`config.mk`:
```
export PLATFORM = sky130hd
export DESIGN_NAME = script_pointer_relocator_core
export DESIGN_NICKNAME = d
export VERILOG_FILES = /design/src/sv/spr_pkg.sv /design/src/sv/spr_fifo.sv /design/src/sv/spr_front.sv /design/src/sv/spr_back.sv /design/src/sv/script_pointer_relocator_core.sv
export SDC_FILE = /design/constraint.sdc
export NUM_CORES = 1
export LEC_CHECK = 0
export BUFFER_PORTS_ARGS = -buffer_cell sky130_fd_sc_hd__buf_2
export CORE_UTILIZATION = 24
export CTS_CLUSTER_DIAMETER = 200
export DETAILED_ROUTE_END_ITERATION = 12
export PLACE_DENSITY = 0.35
export SYNTH_ARGS = -nofsm -noshare
export SYNTH_HDL_FRONTEND = slang
export SYNTH_SLANG_ARGS = --single-unit
```
`constraint.sdc`:
```
create_clock -name clk -period 12.7 [get_ports clk]
set_input_delay 1.905 -clock clk [delete_from_list [all_inputs] [get_ports clk]]
set_output_delay 1.905 -clock clk [all_outputs]
set_load 0.05 [all_outputs]
```
`src/sv/spr_pkg.sv`:
```
`timescale 1ns / 1ps
// Shared types and constants for the script pointer relocator.
// No dependencies.
package spr_pkg;

  localparam int WordWidth    = 32;
  localparam int CountWidth   = 15;
  localparam int QueueDepth   = 2;
  localparam int CfgIdxWidth  = 2;
  localparam int ModNumWidth  = 6;

  localparam logic [7:0]           TagBase    = 8'h40;
  localparam logic [WordWidth-1:0] EndMarker  = 32'h0000_0001;
  localparam int                   CountShift = 16;
  localparam int                   TagShift   = 24;

  typedef enum logic [CfgIdxWidth-1:0] {
    REG_DIRECTION     = 2'd0,
    REG_MODULE_NUMBER = 2'd1,
    REG_MODULE_BASE   = 2'd2,
    REG_HELPER_BASE   = 2'd3
  } spr_reg_t;

  typedef enum logic {
    DIR_LINK   = 1'b0,
    DIR_UNLINK = 1'b1
  } spr_dir_t;

  typedef struct packed {
    spr_dir_t                 direction;
    logic [ModNumWidth-1:0]   module_number;
    logic [WordWidth-1:0]     module_base;
    logic [WordWidth-1:0]     helper_base;
  } spr_cfg_t;

  // classified word between front and back
  typedef struct packed {
    logic [WordWidth-1:0] word;
    logic                 hdr;
    logic                 last;
  } spr_item_t;

  typedef struct packed {
    logic [WordWidth-1:0] word;
    logic                 hdr;
    logic                 changed;
    logic                 last;
  } spr_result_t;

endpackage

```
`src/sv/spr_fifo.sv`:
```
`timescale 1ns / 1ps
// Small register queue with push/full and pop/empty sides.
// Depends on nothing but its parameters.
module spr_fifo #(
  parameter int WIDTH = 32,
  parameter int DEPTH = 2
) (
  input  logic             clk,
  input  logic             rst,
  input  logic             push,
  input  logic [WIDTH-1:0] wdata,
  output logic             full,
  input  logic             pop,
  output logic [WIDTH-1:0] rdata,
  output logic             empty
);

  localparam int PtrWidth = (DEPTH > 1) ? $clog2(DEPTH) : 1;
  localparam int CntWidth = $clog2(DEPTH + 1);
  localparam logic [PtrWidth-1:0] LastPtr = PtrWidth'(DEPTH - 1);
  localparam logic [CntWidth-1:0] FullCnt = CntWidth'(DEPTH);

  logic [WIDTH-1:0]    mem [DEPTH];
  logic [PtrWidth-1:0] wr_ptr;
  logic [PtrWidth-1:0] rd_ptr;
  logic [CntWidth-1:0] count;
  logic                do_push;
  logic                do_pop;

  assign full    = (count == FullCnt);
  assign empty   = (count == '0);
  assign do_push = push && !full;
  assign do_pop  = pop && !empty;
  assign rdata   = mem[rd_ptr];

  always_ff @(posedge clk) begin
    if (do_push) begin
      mem[wr_ptr] <= wdata;
    end
  end

  always_ff @(posedge clk) begin
    if (rst) begin
      wr_ptr <= '0;
      rd_ptr <= '0;
      count  <= '0;
    end else begin
      if (do_push) begin
        wr_ptr <= (wr_ptr == LastPtr) ? '0 : wr_ptr + 1'b1;
      end
      if (do_pop) begin
        rd_ptr <= (rd_ptr == LastPtr) ? '0 : rd_ptr + 1'b1;
      end
      if (do_push && !do_pop) begin
        count <= count + 1'b1;
      end else if (do_pop && !do_push) begin
        count <= count - 1'b1;
      end
    end
  end

endmodule

```
`src/sv/spr_front.sv`:
```
`timescale 1ns / 1ps
// Front end: tracks the argument count and marks each word as header or argument.
// Depends on spr_pkg.
module spr_front import spr_pkg::*; (
  input  logic                 clk,
  input  logic                 rst,
  input  logic                 accept,
  input  logic [WordWidth-1:0] word_in,
  output spr_item_t            item
);

  logic [CountWidth-1:0] args_left;
  logic [CountWidth-1:0] args_left_next;
  logic                  at_header;

  assign at_header = (args_left == '0);

  always_comb begin
    item.word = word_in;
    item.hdr  = at_header;
    item.last = at_header && (word_in == EndMarker);
    if (at_header) begin
      // negative count means no arguments
      args_left_next = word_in[WordWidth-1] ? '0
                     : word_in[CountShift +: CountWidth];
    end else begin
      args_left_next = args_left - 1'b1;
    end
  end

  always_ff @(posedge clk) begin
    if (rst) begin
      args_left <= '0;
    end else if (accept) begin
      args_left <= args_left_next;
    end
  end

endmodule

```
`src/sv/spr_back.sv`:
```
`timescale 1ns / 1ps
// Back end: relocates argument words and holds results in an output queue.
// Depends on spr_pkg and spr_fifo.
module spr_back import spr_pkg::*; #(
  parameter int QUEUE_DEPTH = QueueDepth
) (
  input  logic        clk,
  input  logic        rst,
  input  spr_cfg_t    cfg,
  input  spr_item_t   item,
  input  logic        item_empty,
  output logic        item_pop,
  input  logic        res_pop,
  output spr_result_t res,
  output logic        res_empty
);

  logic [WordWidth-1:0] tag;
  logic                 in_link;
  logic                 in_unlink;
  logic                 res_full;
  spr_result_t          calc;

  assign tag       = {TagBase + {2'b00, cfg.module_number}, {TagShift{1'b0}}};
  assign in_link   = (item.word[WordWidth-1 -: 2] == 2'b01);
  assign in_unlink = (item.word >= cfg.module_base) && (item.word < cfg.helper_base);
  assign item_pop  = !item_empty && !res_full;

  always_comb begin
    calc.word    = item.word;
    calc.hdr     = item.hdr;
    calc.last    = item.last;
    calc.changed = 1'b0;
    if (!item.hdr) begin
      unique case (cfg.direction)
        DIR_LINK: begin
          if (in_link) begin
            calc.word    = item.word - tag + cfg.module_base;
            calc.changed = 1'b1;
          end
        end
        DIR_UNLINK: begin
          if (in_unlink) begin
            calc.word    = item.word + tag - cfg.module_base;
            calc.changed = 1'b1;
          end
        end
        default: ;
      endcase
    end
  end

  spr_fifo #(
    .WIDTH($bits(spr_result_t)),
    .DEPTH(QUEUE_DEPTH)
  ) u_out_q (
    .clk  (clk),
    .rst  (rst),
    .push (item_pop),
    .wdata(calc),
    .full (res_full),
    .pop  (res_pop),
    .rdata(res),
    .empty(res_empty)
  );

endmodule

```
`src/sv/script_pointer_relocator_core.sv`:
```
`timescale 1ns / 1ps
// Script pointer relocator, top level: config registers, front end, queue, back end.
// Depends on spr_pkg, spr_front, spr_fifo, spr_back.
//
// Takes one 32-bit script word per cycle while full is low and returns one
// result beat per word, in order. A pushed word is classified into a two-entry
// queue, is relocated by the back end into a two-entry output queue once that
// queue has room, and is then visible on the result ports. One word per cycle
// is sustained while results are popped, since each queue moves one beat per cycle.
// Each side stalls on its own; full is the first queue's flag, and that queue fills
// only while the output queue is full and holds words back.
// Config writes are always ready; the back end reads the registers as it
// relocates, so write them only while no word is in flight.
module script_pointer_relocator_core import spr_pkg::*; #(
  parameter int QUEUE_DEPTH = QueueDepth
) (
  input  logic                   clk,
  input  logic                   rst,
  input  logic                   push,
  input  logic [WordWidth-1:0]   word_in,
  output logic                   full,
  input  logic                   pop,
  output logic                   empty,
  output logic [WordWidth-1:0]   word_out,
  output logic                   was_header,
  output logic                   was_changed,
  output logic                   last,
  input  logic                   cfg_valid,
  output logic                   cfg_ready,
  input  logic [CfgIdxWidth-1:0] cfg_index,
  input  logic [WordWidth-1:0]   cfg_data
);

  spr_cfg_t    cfg;
  spr_item_t   front_item;
  spr_item_t   back_item;
  spr_result_t res;
  logic        accept;
  logic        mid_empty;
  logic        mid_pop;

  assign cfg_ready = 1'b1;
  assign accept    = push && !full;

  always_ff @(posedge clk) begin
    if (rst) begin
      cfg <= '0;
    end else if (cfg_valid && cfg_ready) begin
      unique case (spr_reg_t'(cfg_index))
        REG_DIRECTION:     cfg.direction     <= spr_dir_t'(cfg_data[0]);
        REG_MODULE_NUMBER: cfg.module_number <= cfg_data[ModNumWidth-1:0];
        REG_MODULE_BASE:   cfg.module_base   <= cfg_data;
        REG_HELPER_BASE:   cfg.helper_base   <= cfg_data;
        default: ;
      endcase
    end
  end

  spr_front u_front (
    .clk    (clk),
    .rst    (rst),
    .accept (accept),
    .word_in(word_in),
    .item   (front_item)
  );

  spr_fifo #(
    .WIDTH($bits(spr_item_t)),
    .DEPTH(QUEUE_DEPTH)
  ) u_mid_q (
    .clk  (clk),
    .rst  (rst),
    .push (push),
    .wdata(front_item),
    .full (full),
    .pop  (mid_pop),
    .rdata(back_item),
    .empty(mid_empty)
  );

  spr_back #(
    .QUEUE_DEPTH(QUEUE_DEPTH)
  ) u_back (
    .clk       (clk),
    .rst       (rst),
    .cfg       (cfg),
    .item      (back_item),
    .item_empty(mid_empty),
    .item_pop  (mid_pop),
    .res_pop   (pop),
    .res       (res),
    .res_empty (empty)
  );

  assign word_out    = res.word;
  assign was_header  = res.hdr;
  assign was_changed = res.changed;
  assign last        = res.last;

endmodule

```
======== After elaboration in Yosys (flattened, before gate mapping) ========
Memory sizes are Yosys's and may differ from the RTL's. A register that Yosys moved wholly into a read port is not among the register bits.
Cells that the tools add are included.
word-level totals
  flip-flop bits (word level) ............. 94
  bits in writable memories ............... 138
  input port bits ......................... 71
  output and inout bits ................... 38
  word-level logic and storage cells ...... 92
  memories kept ........................... 2
memories
  memory              words  bits a word  rd ports  clocked after memory_dff  write ports  RTL line        RTL
  u_back.u_out_q.mem  2      35           1         1                         1            spr_fifo.sv:23  logic [WIDTH-1:0] mem [DEPTH];
  u_mid_q.mem         2      34           1         1                         1            spr_fifo.sv:23
cells by class
  add/sub/neg operators ................... 14
  magnitude comparators ................... 2
  equal/unequal tests ..................... 7
  multiplexer cells ....................... 26
  bitwise logic cells ..................... 1
  reductions and logical operators ........ 29
operators with widths
  operator                                              count
  two-way mux 32 bit                                    3
  adder 32 bit                                          2
  one-hot mux 32 bit (2 select lines)                   1
  subtractor 32 bit                                     2
  equality test 32 x 1 -> 1 bit, second input constant  1
  greater-or-equal comparator 32 bit                    1
  < comparator 32 bit                                   1
  two-way mux 15 bit                                    2
  logical NOT 15 bit                                    1
  two-way mux 1 bit                                     15
  subtractor 15 x 1 -> 15 bit, second input constant    1
  logical AND 1 bit                                     11
  adder 7 x 6 -> 8 bit, first input constant            1
  equality test 2 bit, second input constant            4
  logical NOT 1 bit                                     8
  two-way mux 2 bit                                     4
  AND reduction 2 bit                                   4
  logical NOT 2 bit                                     3
  adder 1 bit, second input constant                    4
  adder 2 x 1 -> 2 bit, second input constant           2
  equality test 2 x 1 -> 1 bit, second input constant   2
  nonzero test 2 bit                                    2
  subtractor 2 x 1 -> 2 bit, second input constant      2
  one-hot mux 1 bit (2 select lines)                    1
  NOT 1 bit                                             1

======== Logic depth before layout (Yosys ltp) ========
Gate-level depths: netlist (run 1).
  depth in word-level cells ............... 8
  depth in mapped cells ................... 22
  gate-level depth less buffers ........... 16

======== Cells and area by module ========
Synthesis (run 1) repeated with hierarchy kept, for this count alone.
second synthesis, totals
  cells, all modules ...................... 1605
  area, all modules ....................... 16059.2 um^2
by module, submodules not included
  module                         instances  cells each  area an instance (um^2)  seq. area each (um^2)
  spr_back                       1          900         6434.9                   0.0
  script_pointer_relocator_core  1          272         2939.1                   1421.4
  spr_fifo at u_back.u_out_q     1          134         2738.9                   2202.1
  spr_fifo at u_mid_q            1          131         2662.6                   2142.1
  spr_front                      1          168         1283.7                   300.3

======== Worst setup path before layout (run 1) ========
No wires, ideal clock.
  path type ............................... flip-flop to flip-flop
  start ................................... register (tool-made name)
  end ..................................... memory u_back.u_out_q.mem[0][27] (netlist name), data pin
  setup time .............................. 265 ps
  arrival time ............................ 4650 ps
  required time ........................... 12435 ps
  slack ................................... 7786 ps
  stages on the path, launching flop included .. 19
  buffers on the path ..................... 4
  clock period less this slack ............ 4914 ps
  path through ............................ dfxtp_1 -> buf_4 -> buf_1 -> clkbuf_1 -> buf_2 -> mux2i_1 -> inv_1 -> ha_1 -> ha_1 -> a21oi_2 -> o2111ai_2 -> a21o_1 -> a211oi_2 -> o211ai_2 -> a221oi_2 -> o21bai_1 -> a311oi_2 -> xnor2_1 -> a221o_1
RTL lines
  what       RTL line
  to (decl)  spr_fifo.sv:23

==> results of run 1 <==
final timing paths:
check | endpoint | slack, ns | cells after the start
worst min register to register | cfg[31] | 0.45 | 2
worst min-delay path | cfg[31] | 0.45 | 2
worst max register to register | u_back.u_out_q.mem[1][31] | 7.28 | 14
worst max-delay path | u_back.u_out_q.mem[1][31] | 7.28 | 14
report_power, final:
part | internal, W | switching [W]
combinational | 0.000914 | 0.00171
clock | 0.000553 | 0.000333
sequential | 0.00103 | 0.0000860
critical path: cells and delay by family (launching register included):
kind	cells	cell delay, ns
compound gates	7	2.07
fa+ha+maj	2	0.86
mux	1	0.75
flops	1	0.68
buf+inv	1	0.29
simple gates	2	0.24
xor+xnor	1	0.19
layout by cell type (no fill, tap or decap), types with 9 or more instances in the layout:
master     synthesis  final
nor4_1            11     11
clkbuf_16          0     29
a21oi_1          150    150
o22ai_1           16     16
xor2_1            28     28
ha_1             150    150
or3_1             12     12
a31oi_1            9      9
nand2b_1          11     11
xnor2_1           35     35
nor3_1            24     24
edfxtp_1         138    138
nor2b_1           14     14
nand2_1          185    185
fa_1              25     25
o21ai_0           55     55
nand4_1           15     15
mux2_2            40     40
inv_1            207    207
nand3_1           16     15
dfxtp_1           96     94
a211oi_1          14     14
buf_4              5     11
mux2i_1           38     37
and3_1            10     10
a22oi_1           10     10
o221ai_1          15     15
a21o_1            27     27
buf_2              2    106
nor2_1            89     85
layer usage:
layer / part of all wire / up-vias
li1: - / 5828
met1: 0.51 / 5524
met2: 0.44 / 217
met3: 0.033 / 53
met4: 0.014 / 6
met5: 0.00067 / -
Yosys cell counts, drive strengths merged (16+ instances only):
master,number,area share
xnor2,36,0.021
mux2,40,0.030
dfxtp,96,0.13
a21oi,152,0.050
nand3,16,0.0053
o22ai,16,0.0066
xor2,28,0.016
nor3,24,0.0079
fa,25,0.033
inv,208,0.051
ha,150,0.12
nand2,185,0.046
mux2i,39,0.026
a21o,27,0.013
edfxtp,138,0.27
o21ai,61,0.020
clkbuf,42,0.010
nor2,90,0.023
metrics by stage:
| stage | cells | util |
|---|---|---|
| floorplan | 1604 | - |
| global placement | 2505 | 0.2685 |
| detailed placement | 2505 | 0.2685 |
| CTS | 2559 | 0.2849 |
| global route | 2559 | 0.2849 |
| finish | 2559 | 0.2849 |
sequential cells by signal (all words and copies together) (netlist names), 2 cells and up, named ones only:
name / cells
cfg: 71
u_mid_q.mem: 68
u_front.args_left: 15
u_back.u_out_q.mem: 70
u_mid_q.count: 2
u_back.u_out_q.count: 2
cell type report:
| cell class | instances | area (sq um) |
|---|---|---|
| clock buffers | 39 | 783.3 |
| clock inverters | 15 | 236.5 |
| fillers | 6694 | 44460 |
| inverters | 210 | 788.3 |
| multi-input cells | 1107 | 8175 |
| flip-flops and latches | 234 | 6068 |
| well taps | 837 | 1047 |
| repair buffers | 117 | 613.1 |
logic make-up (layout without fill, tap and decap cells):
family | Yosys count | count (layout) | share of synthesized area
compound gates | 377 | 377 | 0.1608
xor+xnor | 64 | 64 | 0.03733
fa+ha+maj | 176 | 176 | 0.1569
buf+inv | 263 | 381 | 0.06628
flops | 234 | 234 | 0.3987
mux | 79 | 79 | 0.05608
other cells | 1 | 1 | 0.0002465
simple gates | 410 | 410 | 0.1237
==> impl_summary.md, run 1 <==
Outcome
The run finished with clean final reports.

Die
The die is 253.8 microns wide. After floorplanning, the core was sized to cover 62,170 sq um. The number of standard-cell rows in the floorplan is 91. The area enclosed by the die boundary is around 64,000 sq um.

The initial cell density of the core is 0.2448. The height of the die is between 200 and 300 microns. between 100 and 150 I/O pins were placed.

Job
The tool flagged a number of max-cap violations equal to 0.

Pwr
In this run the static leakage power is between 6 and 7 nW. In this run the power density over the cells is between 200 and 300 nW/um^2. Across the VDD grid, the largest voltage drop is 0.0001270 V. The total power is 0.004628 W.

Timing
The total count of hold-check failures in the final report is 0. The setup slack of the critical path after layout is roughly 7.3 ns. The final critical path time including I/O delays and setup is about 5.4 ns. For the pin with the worst max-slew slack, the measured transition is roughly 1.1 ns. The clock skew is around 0.018 ns.

In the final timing run, aggregate negative setup slack is 0 ns. Setup violations remaining at the end of the flow were counted as 0. Of the available clock period, the critical path in the final layout requires 0.4268. Headroom to the max-slew limit came out at 0.2511.

The upper clock frequency limit is 184.5 MHz. The final-report max-slew violation count is 0. Setup repair after global routing left no endpoint under its margin.

Across all hold checks on the routed design, the worst slack comes to between 0.4 and 0.5 ns.

Global route
The global route total overflow is 0. The number of global-route vias before repair is about 12,000. The first global-routing pass estimated roughly 75 mm of wire.

The maximum number of pins on one net before global-route repair is 97. The global-route met3 utilization is 0.01711. Across every metal layer, demand over resource in global routing totals 0.1559.

For met2 alone, demand over resource in global routing was 0.2486. The global routing met1 resource utilization is 0.2260. The number of antenna violations at the first check in global routing is 3.

In this run the most used layer during global routing was met2.

Route
In the final routed layout, each cell accounts on average for approximately 20 microns. The count of unresolved DRC violations after routing is 0. The routed layout has 11,630 vias. The average via count per standard cell is around 4.5. The number of search-and-repair iterations in the first detailed-routing pass is 5.

The first-iteration detailed-routing DRC count is around 540. The wire length reported by the detailed router is roughly 50 mm. The number of antenna-violating nets in the routed design is 0.

Logic synthesis
The share of synthesized registers carrying an async set or reset is 0. The sequential cell area fraction in the yosys report is 0.3987. The mean area per synthesized cell is roughly 9.5 sq um. The number of synthesized flops with an enable pin is about 140. The number of instances in the synthesized netlist is about 1,600. The area of the mapped netlist is roughly 15,000 sq um. Synthesis inferred ~230 register bits.

The post-synthesis net count is between 1,500 and 2,000. Among all flip-flop cells after synthesis, the most frequent one is edfxtp_1. The Yosys warning count is 0. After synthesis, the netlist uses 86 different library cells.

Setup path
The type of origin of the critical path is a register. The highest cell delay on the worst timing path is around 0.75 ns. The critical path's most frequent cell is a21oi_1.

STA classifies the critical path endpoint as a register. The library cell contributing the largest single delay on the critical path is mux2i_1. The category of the critical setup timing path is reg -> reg.

The maximum fanout encountered on the critical timing path is 17. The data arrival time of the critical path is 5.68 ns. The critical path goes through mux2i_1 -> inv_1 -> ha_1 -> fa_1 -> nand4b_2 -> o2111ai_2 -> a21o_1 -> a21oi_1 -> a2bb2oi_1 -> a21oi_1 -> nor3_1 -> a2111oi_0 -> xor2_1 -> o221ai_1. The data required time at the worst endpoint is between 10 and 15 ns.

Worst hold path
The worst hold path begins at cfg[31]. The type of the most critical hold path is reg -> reg.

Clocking
The library cell used as clock root buffer is clkbuf_16. The number of buffers added for setup after CTS is 0. In this run, CTS created clock tree buffers numbering 29. The number of cells upsized or downsized after cts is 0.

After clock tree synthesis, the flow added hold-fix buffers numbering 0. The total number of H-tree levels is 1. For this design, the sink count on the clock tree is approximately 230. TritonCTS built the clock tree. The worst-case clock buffer depth is 3. Clock latency on the worst-skew pair, taken at its later pin, is roughly 0.57 ns. After clock tree synthesis, the clock-pin slew on the worst setup and hold paths is 0.06 ns.

Placed design
The final weighted congestion in routability-driven placement is ~0.9. The number of I/O port buffers is roughly 110. Once detailed placement completed, the half-perimeter wirelength came to between 40 and 50 mm. At the placement stage, the worst setup path has a slack of 7.310 ns. The cell area reported after detailed placement is about 17,000 sq um.

Cells and area
The share of final-layout standard cells stronger than drive strength 1 is 0.1353. The post-route standard cell area excluding fillers is around 18,000 sq um. The total inserted antenna cells is 0. The post-synthesis to final-layout area growth is 16.40%. The final layout net count is about 1,900.
Power figures use the tool's default switching activity.
==> run 2, diff against run 1 <==
==> constraint.sdc (replaced) <==
create_clock -name clk -period 5.1 [get_ports clk]
set_input_delay 0.765 -clock clk [delete_from_list [all_inputs] [get_ports clk]]
set_output_delay 0.765 -clock clk [all_outputs]
set_load 0.05 [all_outputs]
==> run 2 against run 1 <==
Effect of this change:
- power increased by 150%
- global-route usage up 0.24 points
- largest power group unchanged
- clock skew increased by 0.0031 ns
- combinational power grew to 2.6 times the previous value
- clock power grew 130%
- register-to-register slack got worse by 6.8 ns
- wire length is 0.52% higher
- setup slack lost 6.8 ns
- sequential cell count did not move
- highest routed layer unchanged
- critical path type unchanged
- non-clock buffer count rose by 43
==> impl_summary.md, run 2 (same netlist as run 1, synthesis figures left out) <==
Pwr
The total power came to 0.01154 W (+150%). The static power due to leakage was 7.140 nW (+2.6%). The highest ir drop seen on vdd was 0.0002366 V (+86%). The power per cell area is 642.4 nW/um^2 (+150%).

Cells and area
The register with the highest flop count is cfg. Leaving out fill and tap cells, the most frequent cells in the layout are inv_1, nand2_1, a21oi_1, ha_1, edfxtp_1. The leading cell type in the layout, fill and taps excluded is inv_1.

The final layout net count is 1,988 (+2.2%). The fill cell instance count of the final layout is 6,697 (+0.045%). The share of final-layout standard cells stronger than drive strength 1 is 0.1547 (+0.01937). The number of flip-flops under the largest register name is 71 (unchanged). The largest registers in the layout are cfg x71, u_back.u_out_q.mem x70, u_mid_q.mem x68.

The register cell area after layout was 6071 sq um (about the same). Relative to the synthesized area, the layout overhead comes to 18.07%. The area of combinational cells with multiple inputs is 8182 sq um (about the same).

Route
The number of antenna-violating nets in the routed design is 0 (unchanged). The average via count per standard cell came to 4.544 (about the same). The average wire per cell in the routed design was 19.46 microns (-1.2%). The wire length reported by the detailed router came to 50.65 mm (+0.52%). The first-iteration detailed-routing DRC count is 644 (+19%). The count of unresolved DRC violations after routing is 0 (unchanged).

The number of search-and-repair iterations in the first detailed-routing pass is 5 (unchanged). The overall via count from detail_route is 11,830 (+1.7%).

Timing
The setup-violating endpoint count in the final report is 0 (unchanged). The final worst-path cycle share is 0.9105 (+0.4837). The final critical path time including I/O delays and setup was 4.643 ns (-0.7764 ns). The actual slew at the worst max-slew pin is 1.142 ns (+0.01894 ns). The total negative slack came to 0 ns (unchanged). The clock skew came to 0.02153 ns (+0.003068 ns).

The worst slew margin relative to its limit was 0.2384 (-0.01263). The upper clock frequency limit is 215.4 MHz (+17%). The total count of hold-check failures in the final report was 0 (unchanged). Setup repair after global routing left no endpoint under its margin. The final-report max-slew violation count is 0 (unchanged).

The worst slack on hold paths is 0.3908 ns (-0.06242 ns).

Global route
The global-route usage over all layers is 0.1583 (+0.002401). The first-pass GRT wire length is 76.36 mm (+1.6%). The maximum number of pins on one net before global-route repair came to 97 (unchanged).

The number of global-route vias before repair was 12,190 (+4.2%). The global route total overflow is 0 (unchanged). The number of antenna violations at the first check in global routing is 4 (+1).

Job
The number of max-cap violations is 0 (unchanged).

Die
The number of placed I/O pins came to 109 (unchanged). The height of the die is 253.8 microns (unchanged). The number of standard-cell rows in the floorplan came to 91 (unchanged). The initial cell density of the core was 0.2448 (unchanged). The standard cell core area is 62,170 sq um (unchanged). The floorplan die width came to 253.8 microns (unchanged). The area enclosed by the die boundary came to 64,410 sq um (unchanged).

Placed design
The number of I/O port buffers was 107 (unchanged). The final weighted congestion in routability-driven placement is 0.8526 (-4.9%). The detailed placement HPWL is 40.44 mm (+0.59%).

Outcome
The flow ran to the end, and the final reports show no timing, DRC or antenna violations.

Clocking
The clock buffer count from CTS came to 29 (unchanged). The clock network latency to the later pin of the worst-skew pair is 0.59 ns (+0.02 ns). The clock transition time at the flip-flop clock pins of the worst setup and hold paths came to 0.06 ns (about the same). The worst-case clock buffer depth was 3 (unchanged).

The total number of H-tree levels came to 1 (unchanged). TritonCTS built the clock tree. The sink count of the clock tree is 234 (unchanged).

The hold buffer count at CTS was 0 (unchanged). The library cell used as clock root buffer is clkbuf_16.

Setup path
The highest cell delay on the worst timing path is 0.51 ns (-0.24 ns). STA classifies the critical path startpoint as a register. Walking the worst path, the cells encountered are buf_12 -> mux2i_1 -> buf_4 -> inv_1 -> ha_1 -> fa_1 -> nor3b_1 -> o2111ai_1 -> a21oi_1 -> a2111oi_2 -> o31ai_1 -> and3_1 -> and3_1 -> nor2_4 -> inv_2 -> o21ai_0. The slowest stage of the critical path belongs to the cell dfxtp_4. The data arrival time of the critical path is 5.00 ns (-0.68 ns). The data required time at the worst endpoint is 5.46 ns (-7.50 ns).

The category of the critical setup timing path is reg -> reg. The worst setup path is captured at a register. The maximum fanout encountered on the critical timing path is 20 (+3). The critical path's most frequent cell is and3_1.

Worst hold path
The type of the most critical hold path is in -> reg.
run 2: cell types whose count changed in the layout (fill, tap and decap cells not counted), sizes merged:
cell	delta
diode	+1
buf	+43
bufinv	-3
clkinv	+5
clkinvlp	-2
run 2: timing repair:
item / 4_1_cts / 5_1_grt
endpoints found under the setup margin: 24 / 4
setup buffers: 0 / 0
pin swaps: 0 / 0
resized for setup: 2 / 1
run 2: worst paths after layout:
| check | start | to | slack, ns | depth (start not counted) |
|---|---|---|---|---|
| worst max-delay path | register | u_back.u_out_q.mem[0][20] | 0.46 | 16 |
| worst min-delay path | word_in[5] | u_mid_q.mem[0][7] | 0.39 | 1 |
| worst max register to register | register | u_back.u_out_q.mem[0][20] | 0.46 | 16 |
| worst min register to register | cfg[46] | cfg[46] | 0.45 | 2 |
run 2: stage by stage:
step / utilization / std cells / setup slack, ns / area [sq um]
after floorplan: - / 1604 / 0.1856 / 15220
after global placement: 0.2741 / 2548 / -0.1916 / 17040
after detailed placement: 0.2741 / 2548 / -0.1856 / 17040
after CTS: 0.2889 / 2602 / 0.1572 / 17960
after global routing: 0.2890 / 2603 / 0.09194 / 17960
final: 0.2890 / 2603 / 0.4566 / 17960
run 2: critical path: cells and delay by family (launching register included):
kind | cells | cell delay (ns)
buffers and inverters | 4 | 0.70
adders and majority gates | 2 | 0.58
and+or+nand+nor | 4 | 1.00
DFF | 1 | 0.51
AOI/OAI and AO/OA | 5 | 1.31
muxes | 1 | 0.30
run 2: cell type report:
type / count / area share
antenna: 1 / 0.0001393
clock buffer: 39 / 0.04249
clock inverter: 15 / 0.008358
inverter: 210 / 0.04388
multi-input combinational: 1107 / 0.4554
sequential: 234 / 0.3379
tap: 837 / 0.05829
timing repair buffer: 160 / 0.05349
run 2: metal layers:
metal / share of wire / vias up / track usage / wire [microns]
met5: 0.00077 / - / 0 / 39
met4: 0.023 / 6 / 0.04234 / 1158
met3: 0.043 / 69 / 0.02612 / 2203
met2: 0.43 / 243 / 0.2493 / 21990
met1: 0.50 / 5591 / 0.2223 / 25260
li1: - / 5920 / - / -
run 2: power breakdown:
part | internal (W) | switching (W) | total, W
clock | 0.00119 | 0.000824 | 0.00202
sequential | 0.00258 | 0.000160 | 0.00274
combinational | 0.00244 | 0.00435 | 0.00679
